`src/sv/ihex_pkg.sv`:
```
`timescale 1ns / 1ps
// Shared types, constants and character helpers for the Intel HEX record encoder.
// Used by every module of the block except ihex_ram; depends on nothing else.

package ihex_pkg;

    localparam int RECORD_BYTES = 16;
    localparam int BUF_AW       = $clog2(RECORD_BYTES);
    localparam int CNT_W        = BUF_AW + 1;
    localparam int RAM_DEPTH    = 2 * RECORD_BYTES;
    localparam int RAM_AW       = $clog2(RAM_DEPTH);
    localparam int ADDR_W       = 16;
    localparam int EOF_LEN      = 12;
    localparam int EOF_IW       = $clog2(EOF_LEN);

    localparam logic [7:0] CH_COLON = 8'h3A;
    localparam logic [7:0] CH_LF    = 8'h0A;
    localparam logic [7:0] CH_ZERO  = 8'h30;
    localparam logic [7:0] CH_ONE   = 8'h31;
    localparam logic [7:0] CH_F     = 8'h46;
    localparam logic [7:0] CH_A     = 8'h41;
    localparam logic [7:0] CH_NINE  = 8'h39;

    localparam logic [7:0] REC_TYPE_DATA = 8'h00;

    // One closed record waiting for the text sequencer
    typedef struct packed {
        logic              bank;
        logic [CNT_W-1:0]  count;
        logic [ADDR_W-1:0] offset;
        logic [7:0]        dsum;
        logic              last;
    } t_rec_desc;

    typedef enum logic [3:0] {
        BK_IDLE,
        BK_COLON,
        BK_LEN_H,
        BK_LEN_L,
        BK_AH_H,
        BK_AH_L,
        BK_AL_H,
        BK_AL_L,
        BK_TY_H,
        BK_TY_L,
        BK_DAT_H,
        BK_DAT_L,
        BK_CK_H,
        BK_CK_L,
        BK_LF,
        BK_EOF
    } t_bk_state;

    function automatic logic [7:0] hex_char(input logic [3:0] nib);
        logic [7:0] c;
        if (nib < 4'd10) begin
            c = CH_ZERO + {4'd0, nib};
        end else begin
            c = CH_A + {4'd0, nib} - 8'd10;
        end
        return c;
    endfunction

    // ":00000001FF" followed by a line feed
    function automatic logic [7:0] eof_char(input logic [EOF_IW-1:0] idx);
        logic [7:0] c;
        case (idx) inside
            4'd0:        c = CH_COLON;
            [4'd1:4'd7]: c = CH_ZERO;
            4'd8:        c = CH_ONE;
            4'd9, 4'd10: c = CH_F;
            default:     c = CH_LF;
        endcase
        return c;
    endfunction

endpackage

```
`src/sv/ihex_ram.sv`:
```
`timescale 1ns / 1ps
// Generic single-write, single-read RAM with registered read data.
// Standalone; no package dependency.

module ihex_ram #(
    parameter int WIDTH = 8,
    parameter int DEPTH = 32
) (
    input  logic                     i_clk,
    input  logic                     i_we,
    input  logic [$clog2(DEPTH)-1:0] i_waddr,
    input  logic [WIDTH-1:0]         i_wdata,
    input  logic [$clog2(DEPTH)-1:0] i_raddr,
    output logic [WIDTH-1:0]         o_rdata
);

    logic [WIDTH-1:0] r_mem [DEPTH];
    logic [WIDTH-1:0] r_rdata;

    always_ff @(posedge i_clk) begin
        if (i_we) begin
            r_mem[i_waddr] <= i_wdata;
        end
        r_rdata <= r_mem[i_raddr];
    end

    assign o_rdata = r_rdata;

endmodule

```
`src/sv/ihex_front.sv`:
```
`timescale 1ns / 1ps
// Intake side: writes bytes into the open record bank and closes records.
// Depends on ihex_pkg.

module ihex_front (
    input  logic                       i_clk,
    input  logic                       i_rst_n,
    input  logic                       i_valid,
    output logic                       o_ready,
    input  logic [7:0]                 i_data,
    input  logic                       i_last,
    input  logic                       i_full,
    output logic                       o_push,
    output ihex_pkg::t_rec_desc        o_desc,
    output logic                       o_ram_we,
    output logic [ihex_pkg::RAM_AW-1:0] o_ram_waddr,
    output logic [7:0]                 o_ram_wdata
);

    logic                              r_bank;
    logic [ihex_pkg::BUF_AW-1:0]       r_fill;
    logic [ihex_pkg::ADDR_W-1:0]       r_offset;
    logic [7:0]                        r_sum;
    logic                              n_bank;
    logic [ihex_pkg::BUF_AW-1:0]       n_fill;
    logic [ihex_pkg::ADDR_W-1:0]       n_offset;
    logic [7:0]                        n_sum;
    logic                              w_acc;
    logic [ihex_pkg::CNT_W-1:0]        w_count;
    logic                              w_close;

    assign o_ready = !i_full;
    assign w_acc   = i_valid && o_ready;
    assign w_count = {1'b0, r_fill} + ihex_pkg::CNT_W'(1);
    assign w_close = (w_count == ihex_pkg::CNT_W'(ihex_pkg::RECORD_BYTES)) || i_last;

    assign o_ram_we    = w_acc;
    assign o_ram_waddr = {r_bank, r_fill};
    assign o_ram_wdata = i_data;

    assign o_push      = w_acc && w_close;
    assign o_desc.bank   = r_bank;
    assign o_desc.count  = w_count;
    assign o_desc.offset = r_offset;
    assign o_desc.dsum   = r_sum + i_data;
    assign o_desc.last   = i_last;

    always_comb begin
        n_bank   = r_bank;
        n_fill   = r_fill;
        n_offset = r_offset;
        n_sum    = r_sum;
        if (w_acc) begin
            if (w_close) begin
                // hand the bank over and start the next record in the other one
                n_bank   = !r_bank;
                n_fill   = '0;
                n_sum    = '0;
                n_offset = i_last ? '0
                                  : r_offset + {{(ihex_pkg::ADDR_W-ihex_pkg::CNT_W){1'b0}},
                                                w_count};
            end else begin
                n_fill = r_fill + ihex_pkg::BUF_AW'(1);
                n_sum  = r_sum + i_data;
            end
        end
    end

    always_ff @(posedge i_clk) begin
        if (!i_rst_n) begin
            r_bank   <= 1'b0;
            r_fill   <= '0;
            r_offset <= '0;
            r_sum    <= '0;
        end else begin
            r_bank   <= n_bank;
            r_fill   <= n_fill;
            r_offset <= n_offset;
            r_sum    <= n_sum;
        end
    end

endmodule

```
`src/sv/ihex_queue.sv`:
```
`timescale 1ns / 1ps
// Two-entry queue of closed record descriptors, one per buffer bank.
// Depends on ihex_pkg.

module ihex_queue (
    input  logic                 i_clk,
    input  logic                 i_rst_n,
    input  logic                 i_push,
    input  ihex_pkg::t_rec_desc  i_desc,
    input  logic                 i_pop,
    output ihex_pkg::t_rec_desc  o_head,
    output logic                 o_empty,
    output logic                 o_full
);

    ihex_pkg::t_rec_desc r_mem [2];
    logic                r_wp;
    logic                r_rp;
    logic [1:0]          r_cnt;

    assign o_head  = r_mem[r_rp];
    assign o_empty = (r_cnt == 2'd0);
    assign o_full  = (r_cnt == 2'd2);

    always_ff @(posedge i_clk) begin
        if (i_push) begin
            r_mem[r_wp] <= i_desc;
        end
    end

    always_ff @(posedge i_clk) begin
        if (!i_rst_n) begin
            r_wp  <= 1'b0;
            r_rp  <= 1'b0;
            r_cnt <= 2'd0;
        end else begin
            if (i_push) begin
                r_wp <= !r_wp;
            end
            if (i_pop) begin
                r_rp <= !r_rp;
            end
            case ({i_push, i_pop})
                2'b10:   r_cnt <= r_cnt + 2'd1;
                2'b01:   r_cnt <= r_cnt - 2'd1;
                default: r_cnt <= r_cnt;
            endcase
        end
    end

endmodule

```
`src/sv/ihex_back.sv`:
```
`timescale 1ns / 1ps
// Text sequencer: turns one record descriptor plus its bank into HEX characters.
// Depends on ihex_pkg; reads the record bank through the shared RAM.

module ihex_back (
    input  logic                        i_clk,
    input  logic                        i_rst_n,
    input  logic [ihex_pkg::ADDR_W-1:0] i_base,
    input  ihex_pkg::t_rec_desc         i_head,
    input  logic                        i_empty,
    output logic                        o_pop,
    output logic [ihex_pkg::RAM_AW-1:0] o_ram_raddr,
    input  logic [7:0]                  i_ram_rdata,
    output logic                        o_valid,
    input  logic                        i_ready,
    output logic [7:0]                  o_char,
    output logic                        o_last
);

    ihex_pkg::t_bk_state               r_state;
    ihex_pkg::t_bk_state               n_state;
    logic [ihex_pkg::BUF_AW-1:0]       r_byte_idx;
    logic [ihex_pkg::BUF_AW-1:0]       n_byte_idx;
    logic [ihex_pkg::EOF_IW-1:0]       r_eof_idx;
    logic [ihex_pkg::EOF_IW-1:0]       n_eof_idx;
    logic [ihex_pkg::ADDR_W-1:0]       r_addr;
    logic [7:0]                        r_cks;
    logic                              r_out_valid;
    logic [7:0]                        r_out_char;
    logic                              r_out_last;
    logic                              w_adv;
    logic                              w_load;
    logic [7:0]                        w_char;
    logic                              w_char_last;
    logic                              w_start;
    logic [ihex_pkg::ADDR_W-1:0]       w_addr;
    logic [7:0]                        w_len;

    assign w_len  = {{(8-ihex_pkg::CNT_W){1'b0}}, i_head.count};
    assign w_addr = i_head.offset + i_base;
    assign w_adv  = (r_state != ihex_pkg::BK_IDLE) && (!r_out_valid || i_ready);

    // Next-index address keeps the registered read one step ahead
    assign o_ram_raddr = {i_head.bank, n_byte_idx};

    always_comb begin
        n_state     = r_state;
        n_byte_idx  = r_byte_idx;
        n_eof_idx   = r_eof_idx;
        w_load      = 1'b0;
        w_char      = ihex_pkg::CH_LF;
        w_char_last = 1'b0;
        w_start     = 1'b0;
        o_pop       = 1'b0;
        case (r_state)
            ihex_pkg::BK_IDLE: begin
                if (!i_empty) begin
                    w_start    = 1'b1;
                    n_byte_idx = '0;
                    n_eof_idx  = '0;
                    n_state    = ihex_pkg::BK_COLON;
                end
            end
            ihex_pkg::BK_COLON: begin
                w_char  = ihex_pkg::CH_COLON;
                n_state = ihex_pkg::BK_LEN_H;
            end
            ihex_pkg::BK_LEN_H: begin
                w_char  = ihex_pkg::hex_char(w_len[7:4]);
                n_state = ihex_pkg::BK_LEN_L;
            end
            ihex_pkg::BK_LEN_L: begin
                w_char  = ihex_pkg::hex_char(w_len[3:0]);
                n_state = ihex_pkg::BK_AH_H;
            end
            ihex_pkg::BK_AH_H: begin
                w_char  = ihex_pkg::hex_char(r_addr[15:12]);
                n_state = ihex_pkg::BK_AH_L;
            end
            ihex_pkg::BK_AH_L: begin
                w_char  = ihex_pkg::hex_char(r_addr[11:8]);
                n_state = ihex_pkg::BK_AL_H;
            end
            ihex_pkg::BK_AL_H: begin
                w_char  = ihex_pkg::hex_char(r_addr[7:4]);
                n_state = ihex_pkg::BK_AL_L;
            end
            ihex_pkg::BK_AL_L: begin
                w_char  = ihex_pkg::hex_char(r_addr[3:0]);
                n_state = ihex_pkg::BK_TY_H;
            end
            ihex_pkg::BK_TY_H: begin
                w_char  = ihex_pkg::hex_char(ihex_pkg::REC_TYPE_DATA[7:4]);
                n_state = ihex_pkg::BK_TY_L;
            end
            ihex_pkg::BK_TY_L: begin
                w_char  = ihex_pkg::hex_char(ihex_pkg::REC_TYPE_DATA[3:0]);
                n_state = ihex_pkg::BK_DAT_H;
            end
            ihex_pkg::BK_DAT_H: begin
                w_char  = ihex_pkg::hex_char(i_ram_rdata[7:4]);
                n_state = ihex_pkg::BK_DAT_L;
            end
            ihex_pkg::BK_DAT_L: begin
                w_char = ihex_pkg::hex_char(i_ram_rdata[3:0]);
                if (w_adv) begin
                    if (({1'b0, r_byte_idx} + ihex_pkg::CNT_W'(1)) == i_head.count) begin
                        n_state = ihex_pkg::BK_CK_H;
                    end else begin
                        n_byte_idx = r_byte_idx + ihex_pkg::BUF_AW'(1);
                        n_state    = ihex_pkg::BK_DAT_H;
                    end
                end
            end
            ihex_pkg::BK_CK_H: begin
                w_char  = ihex_pkg::hex_char(r_cks[7:4]);
                n_state = ihex_pkg::BK_CK_L;
            end
            ihex_pkg::BK_CK_L: begin
                w_char  = ihex_pkg::hex_char(r_cks[3:0]);
                n_state = ihex_pkg::BK_LF;
            end
            ihex_pkg::BK_LF: begin
                w_char = ihex_pkg::CH_LF;
                if (i_head.last) begin
                    n_state = ihex_pkg::BK_EOF;
                end else begin
                    w_char_last = 1'b1;
                    o_pop       = w_adv;
                    n_state     = ihex_pkg::BK_IDLE;
                end
            end
            ihex_pkg::BK_EOF: begin
                w_char = ihex_pkg::eof_char(r_eof_idx);
                if (r_eof_idx == ihex_pkg::EOF_IW'(ihex_pkg::EOF_LEN - 1)) begin
                    w_char_last = 1'b1;
                    o_pop       = w_adv;
                    n_state     = ihex_pkg::BK_IDLE;
                end else begin
                    n_eof_idx = r_eof_idx + ihex_pkg::EOF_IW'(1);
                end
            end
            default: begin
                n_state = ihex_pkg::BK_IDLE;
            end
        endcase
        // hold everything while the output word is stalled
        if (r_state != ihex_pkg::BK_IDLE) begin
            w_load = w_adv;
            if (!w_adv) begin
                n_state    = r_state;
                n_byte_idx = r_byte_idx;
                n_eof_idx  = r_eof_idx;
            end
        end
    end

    always_ff @(posedge i_clk) begin
        if (!i_rst_n) begin
            r_state     <= ihex_pkg::BK_IDLE;
            r_byte_idx  <= '0;
            r_eof_idx   <= '0;
            r_out_valid <= 1'b0;
        end else begin
            r_state    <= n_state;
            r_byte_idx <= n_byte_idx;
            r_eof_idx  <= n_eof_idx;
            if (w_load) begin
                r_out_valid <= 1'b1;
            end else if (i_ready) begin
                r_out_valid <= 1'b0;
            end
        end
    end

    always_ff @(posedge i_clk) begin
        if (w_start) begin
            r_addr <= w_addr;
            r_cks  <= 8'd0 - (i_head.dsum + w_len + w_addr[15:8] + w_addr[7:0]);
        end
        if (w_load) begin
            r_out_char <= w_char;
            r_out_last <= w_char_last;
        end
    end

    assign o_valid = r_out_valid;
    assign o_char  = r_out_char;
    assign o_last  = r_out_last;

endmodule

```
`src/sv/intel_hex_record_encoder.sv`:
```
`timescale 1ns / 1ps
// Top level of the Intel HEX record encoder: intake, record queue, text sequencer.
// Depends on ihex_pkg, ihex_ram, ihex_front, ihex_queue and ihex_back.
//
//  Channel   Direction  Payload                                Handshake
//  s_axis    in         tdata[7:0] data_byte, tlast final_byte  tvalid/tready
//  m_axis    out        tdata[7:0] text_char, tlast run_end     tvalid/tready
//  cfg       in         i_cfg_wdata[15:0] base_address          i_cfg_we
//
//  Intake takes one byte per cycle while a record bank is free; two banks let one
//  record fill while the other prints. The sequencer sends one character per cycle while
//  m_axis is ready, with a setup step before each record, and the final record adds
//  12 characters of end-of-file text.
//  Reset is synchronous, active low, and clears control state only.
//  A stalled m_axis holds the output word; intake runs on until both banks are full.

module intel_hex_record_encoder (
    input  logic                        i_clk,
    input  logic                        i_rst_n,
    input  logic                        s_axis_tvalid,
    output logic                        s_axis_tready,
    input  logic [7:0]                  s_axis_tdata,   // [7:0] data_byte
    input  logic                        s_axis_tlast,
    output logic                        m_axis_tvalid,
    input  logic                        m_axis_tready,
    output logic [7:0]                  m_axis_tdata,   // [7:0] text_char
    output logic                        m_axis_tlast,
    input  logic                        i_cfg_we,
    input  logic [ihex_pkg::ADDR_W-1:0] i_cfg_wdata
);

    logic [ihex_pkg::ADDR_W-1:0] r_base;
    ihex_pkg::t_rec_desc         w_push_desc;
    ihex_pkg::t_rec_desc         w_head;
    logic                        w_push;
    logic                        w_pop;
    logic                        w_empty;
    logic                        w_full;
    logic                        w_ram_we;
    logic [ihex_pkg::RAM_AW-1:0] w_ram_waddr;
    logic [7:0]                  w_ram_wdata;
    logic [ihex_pkg::RAM_AW-1:0] w_ram_raddr;
    logic [7:0]                  w_ram_rdata;

    // Base address register; read when a record starts printing
    always_ff @(posedge i_clk) begin
        if (!i_rst_n) begin
            r_base <= '0;
        end else if (i_cfg_we) begin
            r_base <= i_cfg_wdata;
        end
    end

    ihex_front u_front (
        .i_clk       (i_clk),
        .i_rst_n     (i_rst_n),
        .i_valid     (s_axis_tvalid),
        .o_ready     (s_axis_tready),
        .i_data      (s_axis_tdata),
        .i_last      (s_axis_tlast),
        .i_full      (w_full),
        .o_push      (w_push),
        .o_desc      (w_push_desc),
        .o_ram_we    (w_ram_we),
        .o_ram_waddr (w_ram_waddr),
        .o_ram_wdata (w_ram_wdata)
    );

    // Two banks of record bytes
    ihex_ram #(
        .WIDTH (8),
        .DEPTH (ihex_pkg::RAM_DEPTH)
    ) u_ram (
        .i_clk   (i_clk),
        .i_we    (w_ram_we),
        .i_waddr (w_ram_waddr),
        .i_wdata (w_ram_wdata),
        .i_raddr (w_ram_raddr),
        .o_rdata (w_ram_rdata)
    );

    ihex_queue u_queue (
        .i_clk   (i_clk),
        .i_rst_n (i_rst_n),
        .i_push  (w_push),
        .i_desc  (w_push_desc),
        .i_pop   (w_pop),
        .o_head  (w_head),
        .o_empty (w_empty),
        .o_full  (w_full)
    );

    ihex_back u_back (
        .i_clk       (i_clk),
        .i_rst_n     (i_rst_n),
        .i_base      (r_base),
        .i_head      (w_head),
        .i_empty     (w_empty),
        .o_pop       (w_pop),
        .o_ram_raddr (w_ram_raddr),
        .i_ram_rdata (w_ram_rdata),
        .o_valid     (m_axis_tvalid),
        .i_ready     (m_axis_tready),
        .o_char      (m_axis_tdata),
        .o_last      (m_axis_tlast)
    );

endmodule

```
`config.mk`:
```
export PLATFORM = sky130hd
export DESIGN_NAME = intel_hex_record_encoder
export DESIGN_NICKNAME = d
export VERILOG_FILES = /design/src/sv/ihex_pkg.sv /design/src/sv/ihex_ram.sv /design/src/sv/ihex_front.sv /design/src/sv/ihex_queue.sv /design/src/sv/ihex_back.sv /design/src/sv/intel_hex_record_encoder.sv
export SDC_FILE = /design/constraint.sdc
export NUM_CORES = 1
export LEC_CHECK = 0
export ABC_AREA = 1
export BUFFER_PORTS_ARGS = -buffer_cell sky130_fd_sc_hd__buf_2
export CORE_MARGIN = 2
export CORE_UTILIZATION = 60
export DETAILED_ROUTE_END_ITERATION = 10
export PLACE_DENSITY = 0.79
export SLEW_MARGIN = 20
export SYNTH_ARGS = -nofsm -noshare
export SYNTH_HDL_FRONTEND = slang
export SYNTH_SLANG_ARGS = --single-unit
```
`constraint.sdc`:
```
create_clock -name i_clk -period 8.2 [get_ports i_clk]
set_clock_uncertainty 0.15 [all_clocks]
set_input_delay 0 -clock i_clk [delete_from_list [all_inputs] [get_ports i_clk]]
set_output_delay 0 -clock i_clk [all_outputs]
set_load 0.02 [all_outputs]
```
**Yosys cells after proc, flatten, opt, wreduce, memory -nomap -nowiden**

Memories as Yosys holds them, arrays and structs flattened. A register that Yosys moved wholly into a read port is not among the register bits.
Index checks and enable logic that the tools add are counted.

- Bits of input ports: 30
- Logic and storage cells: 174
- Register bits after elaboration: 95
- RAM bits: 318
- Output and inout bits: 11
- Memories: 2

- Multiplexer cells: 55
- Equal/unequal tests: 25
- $lt $le $gt $ge: 12
- Reduce and logical (&&, ||, !) cells: 20
- Add/subtract/negate cells: 44

Memory list:

| memory | words | bits a word | rd ports | clocked after memory_dff | write ports | RTL line | source |
|---|---|---|---|---|---|---|---|
| u_ram.r_mem | 32 | 8 | 1 | 1 | 1 | ihex_ram.sv:17 | `logic [WIDTH-1:0] r_mem [DEPTH];` |
| u_queue.r_mem | 2 | 31 | 1 | 1 | 1 | ihex_queue.sv:16 | `ihex_pkg::t_rec_desc r_mem [2];` |

Operators with widths:

| operator | number |
|---|---|
| $mux W8 | 14 |
| $pmux W8 S13 | 1 |
| $sub A8 B4 Y8 const B | 10 |
| $add A7 B4 Y8 const A | 9 |
| $mux W4 | 16 |
| $pmux W4 S16 | 1 |
| $add A6 B4 Y7 const A | 9 |
| $eq A4 B4 Y1 const B | 12 |
| $lt A4 B4 Y1 const B | 9 |
| $add A8 B8 Y8 | 3 |
| $add A16 B16 Y16 | 1 |
| $add A16 B5 Y16 | 1 |
| $eq A4 B3 Y1 const B | 4 |
| $mux W16 | 1 |
| $pmux W4 S2 | 2 |
| $mux W1 | 15 |
| $add A4 B1 Y4 const B | 3 |
| $add A4 B1 Y5 const B | 2 |
| $add A7 B1 Y8 const A | 1 |
| $add A8 B5 Y8 | 1 |
| $eq A4 B2 Y1 const B | 2 |
| $logic_not A4 Y1 | 2 |
| $sub A1 B8 Y8 const A | 1 |
| $add A6 B1 Y7 const A | 1 |
| 23 further kinds | 35 |

**Depth between registers and ports, before layout**

- Depth after elaboration: 7
- Depth in mapped cells: 32
- Depth with buffers taken out: 29

**Hierarchy**

Synthesis repeated with hierarchy kept, for this count alone.

- Cells, all modules: 2087
- Area, all modules: 20473.4 um^2

Modules (own cells, without submodules):

| module | sequential area each (um^2) | instances | area each (um^2) | cells each |
|---|---|---|---|---|
| ihex_ram | 7847.5 | 1 | 10786.6 | 922 |
| ihex_back | 1221.2 | 1 | 4496.8 | 619 |
| ihex_queue | 1961.9 | 1 | 2471.1 | 131 |
| ihex_front | 580.6 | 1 | 2044.5 | 314 |
| intel_hex_record_encoder | 320.3 | 1 | 674.4 | 101 |

**Least setup slack after synthesis**

Ideal clock, no wire load.

- Path kind: reg-to-reg
- From: reg (tool-made name)
- To: reg u_back.r_cks[7] (data pin)
- Library setup time: 0.254 ns
- Path buffers: 3
- Path slack: 2.472 ns
- Cell stages (with the launch flop): 32
- Required time: 7.796 ns
- Arrival time: 5.324 ns
- Clock period less this slack: 5.728 ns
- Path through: dfxtp_1 > inv_2 > buf_4 > clkbuf_1 > buf_1 > nand2_1 > nand2_1 > ha_1 > inv_1 > fa_1 > o21ai_0 > nand2_1 > nand2_1 > nand3_1 > nand2_1 > a21oi_1 > o21bai_1 > xor2_1 > fa_1 > inv_1 > fa_1 > ha_1 > ha_1 > a21oi_1 > nand2_1 > nand2_1 > nand2_1 > a21oi_1 > xnor2_1 > xnor2_1 > xor2_1 > inv_1

RTL lines:

| what | RTL line | source |
|---|---|---|
| to (signal assigned) | ihex_back.sv:179 | `r_cks <= 8'd0 - (i_head.dsum + w_len + w_addr[15:8] + w_addr[7:0]);` |
| to (decl) | ihex_back.sv:27 | `logic [7:0] r_cks;` |

==> impl_metrics.tcl <==
set metrics [dict create \
    h-tree-depth 2 \
    grt_max_degree 82 \
    clkTransAtPathRegs_ns 0.06 \
    cp_max_fo 38 \
    cts_made_buffers 43 \
    synth_edf_count 350 \
    grt-ovfl-total 0 \
    drcViolationCount 0 \
    syn-num-nets 2256 \
    die_w_um 190 \
    status "finished, final reports clean" \
    syn_inst 2149 \
    yosysTopAreaCell "edfxtp_1" \
    drt_pass1_iterations 5 \
    insertion_delay_ns 0.56 \
    yosys-top-cells-area "edfxtp_1, nand3_1, nand2_1, dfxtp_1, inv_1" \
    netlist_area_mm2 0.0207 \
    max_slew.worst_pin.slew_ns 0.966 \
    cpMaxStageDelayCell "fa_1" \
    grt_usage_pct 29.0 \
    avgSynthCellArea_um2 9.64 \
    path_class "reg2reg" \
    port_buffers 39 \
    register_area_mm2 0.0119 \
    setup_violations 0 \
    drv_cap 0 \
    hold_path_class "in2reg" \
    period_needed_ns 6.22 \
    core_area_mm2 0.0343 \
    dieArea_mm2 0.0360 \
    rsz0062_at_grt "false" \
    total_leakage_power_nw 9.66 \
    p_per_area_mw_per_mm2 251 \
    max_freq_mhz 161 \
    synth_async_sr_flop_share_pct 0 \
    slew_violations 0 \
    cpPeakStageDelay_ns 0.51 \
    synth_top_area_share_pct 50.7 \
    synthFlopType "edfxtp_1" \
    detailedPlace.worstSlack_ns 2.28 \
    end_kind "flop" \
    nFillCells 2475 \
    pin_count 41 \
    cts_sinks 421 \
    vias 15800 \
    synthDistinctLibCells 55 \
    yosysMostFrequentCell "nand2_1" \
    finalWirelength_mm 52.4 \
    ctsResizeCount 0 \
    required_ns 8.36 \
    gp_congestion 0.888 \
    yosysSeqAreaShare_pct 57.6 \
    cts_tree "built" \
    cts-root-buf "clkbuf_16" \
    synth.top_cells.by_count "nand2_1, edfxtp_1, inv_1" \
    vias_per_cell 5.84 \
    grt_pass1_wl_mm 80.9 \
    yosys_warnings 0 \
    area_growth_syn_to_layout_pct 11.9 \
    setup_ws_ns 1.98 \
    hold_viol_final 0 \
    clockBufferDepth 3 \
    max_slew_margin_pct 34.9 \
    cp_data_arrival_time_ns 6.38 \
    grt_pass1_vias 15300 \
    multi_input_area_mm2 0.00712 \
    drt_iter0_drc 1903 \
    startpoint_type "flop" \
    peakVddDrop_v 0.000160 \
    die_y_um 190 \
    ant_nets 0 \
    hold_buffers 56 \
    path_common_cell "nand2_1" \
    start_util_pct 60.4 \
    dp_hpwl_mm 31.9 \
    cts_setup_buffers 0 \
    antenna_found_initial 1 \
    tns_ns 0 \
    rows 68 \
    ys_ff_latch 421 \
    finalNetCount 2325 \
    drive_gt1_share_pct 6.97 \
    routedWlPerCell_um 19.3 \
    period_share_pct 75.8 \
]
kinds of logic (layout without fill, tap and decap cells):
logic type      after synthesis  after routing  share of synthesized area [%]
simple gates                991            991                           21.8
compound gates              199            199                           5.51
buf+inv                     421            524                           8.20
xor+xnor                     36             36                           1.52
other cells                   1              2                         0.0181
flops                       421            421                           57.6
fa+ha+maj                    77             77                           5.19
mux                           3              3                          0.145
where the power goes:
part	total, mW	leakage [nW]	switching (mW)	internal (mW)
logic	1.29	5.17	0.877	0.411
clock network	1.99	0.721	0.840	1.15
registers	2.55	3.77	0.0747	2.47
registers in the layout (all words and copies together) (netlist names), 7 cells and up, named ones only:
| register | count |
|---|---|
| r_base | 16 |
| u_back.o_char | 7 |
| u_back.r_addr | 16 |
| u_back.r_cks | 8 |
| u_front.r_offset | 16 |
| u_front.r_sum | 8 |
| u_queue.r_mem | 62 |
| u_ram.o_rdata | 8 |
| u_ram.r_mem | 256 |
worst max-delay path: cells and delay by family (launching register included):
| family | cells | cell delay, ns |
|---|---|---|
| XOR/XNOR | 4 | 0.81 |
| AND/OR/NAND/NOR | 9 | 0.93 |
| buffers and inverters | 4 | 0.60 |
| flip-flops | 1 | 0.34 |
| adder cells (fa/ha/maj) | 6 | 2.19 |
| AO/OA/AOI/OAI | 5 | 0.97 |
layout make-up:
type / count / share of cell area (%)
clock inverter: 27 / 1.00
sequential: 421 / 51.5
antenna: 1 / 0.0108
multi-input combinational: 1307 / 30.7
tap: 455 / 2.46
clock buffer: 52 / 5.19
timing repair buffer: 109 / 3.71
inverter: 336 / 5.44
per-stage QoR:
stage | instances | util (%) | power [mW] | hold slack (ns) | area (µm²)
2_1_floorplan | 2149 | - | 3.41 | -0.0511 | 20700
3_3_place_gp | 2572 | 61.8 | 3.77 | 0.0727 | 21200
3_5_place_dp | 2572 | 61.8 | 3.81 | 0.0792 | 21200
4_1_cts | 2707 | 67.6 | 5.80 | 0.131 | 23200
5_1_grt | 2708 | 67.6 | 6.03 | 0.194 | 23200
6_report | 2708 | 67.6 | 5.82 | 0.141 | 23200
path summary, 6_finish.rpt:
path / cells after the start / slack (ns) / to / start
min: 2 / 0.14 / u_queue.r_mem[0][0]$_DFFE_PP_ / s_axis_tlast
max reg2reg: 28 / 1.98 / u_back.r_cks[7]$_DFFE_PP_ / flop
max: 28 / 1.98 / u_back.r_cks[7]$_DFFE_PP_ / flop
min reg2reg: 0 / 0.33 / u_queue.r_mem[0][24]$_DFFE_PP_ / u_front.r_offset[15]$_SDFFE_PN0P_
layout by cell type (no fill, tap or decap), types with 6 or more instances in the layout:
master / instances
nand2_1: 416
edfxtp_1: 350
inv_1: 328
nand3_1: 314
nor2_1: 142
a21oi_1: 79
nand3b_1: 72
dfxtp_1: 71
o21ai_0: 67
ha_1: 62
dlygate4sd3_1: 56
clkbuf_16: 46
buf_2: 39
xor2_1: 23
nor3_1: 15
fa_1: 15
clkinv_2: 15
buf_4: 14
xnor2_1: 13
o211ai_1: 9
inv_2: 6
nand2_2: 6
per-layer routing:
| layer | vias up | global-route usage [%] | routed length [µm] | part of all wire (%) |
|---|---|---|---|---|
| li1 | 7327 | - | - | - |
| met1 | 7485 | 38.8 | 20900 | 40 |
| met2 | 841 | 47.9 | 24900 | 48 |
| met3 | 155 | 4.56 | 4590 | 8.8 |
| met4 | 0 | 11.5 | 1930 | 3.7 |
| met5 | - | 0 | 0 | 0 |
Power figures use the tool's default switching activity.
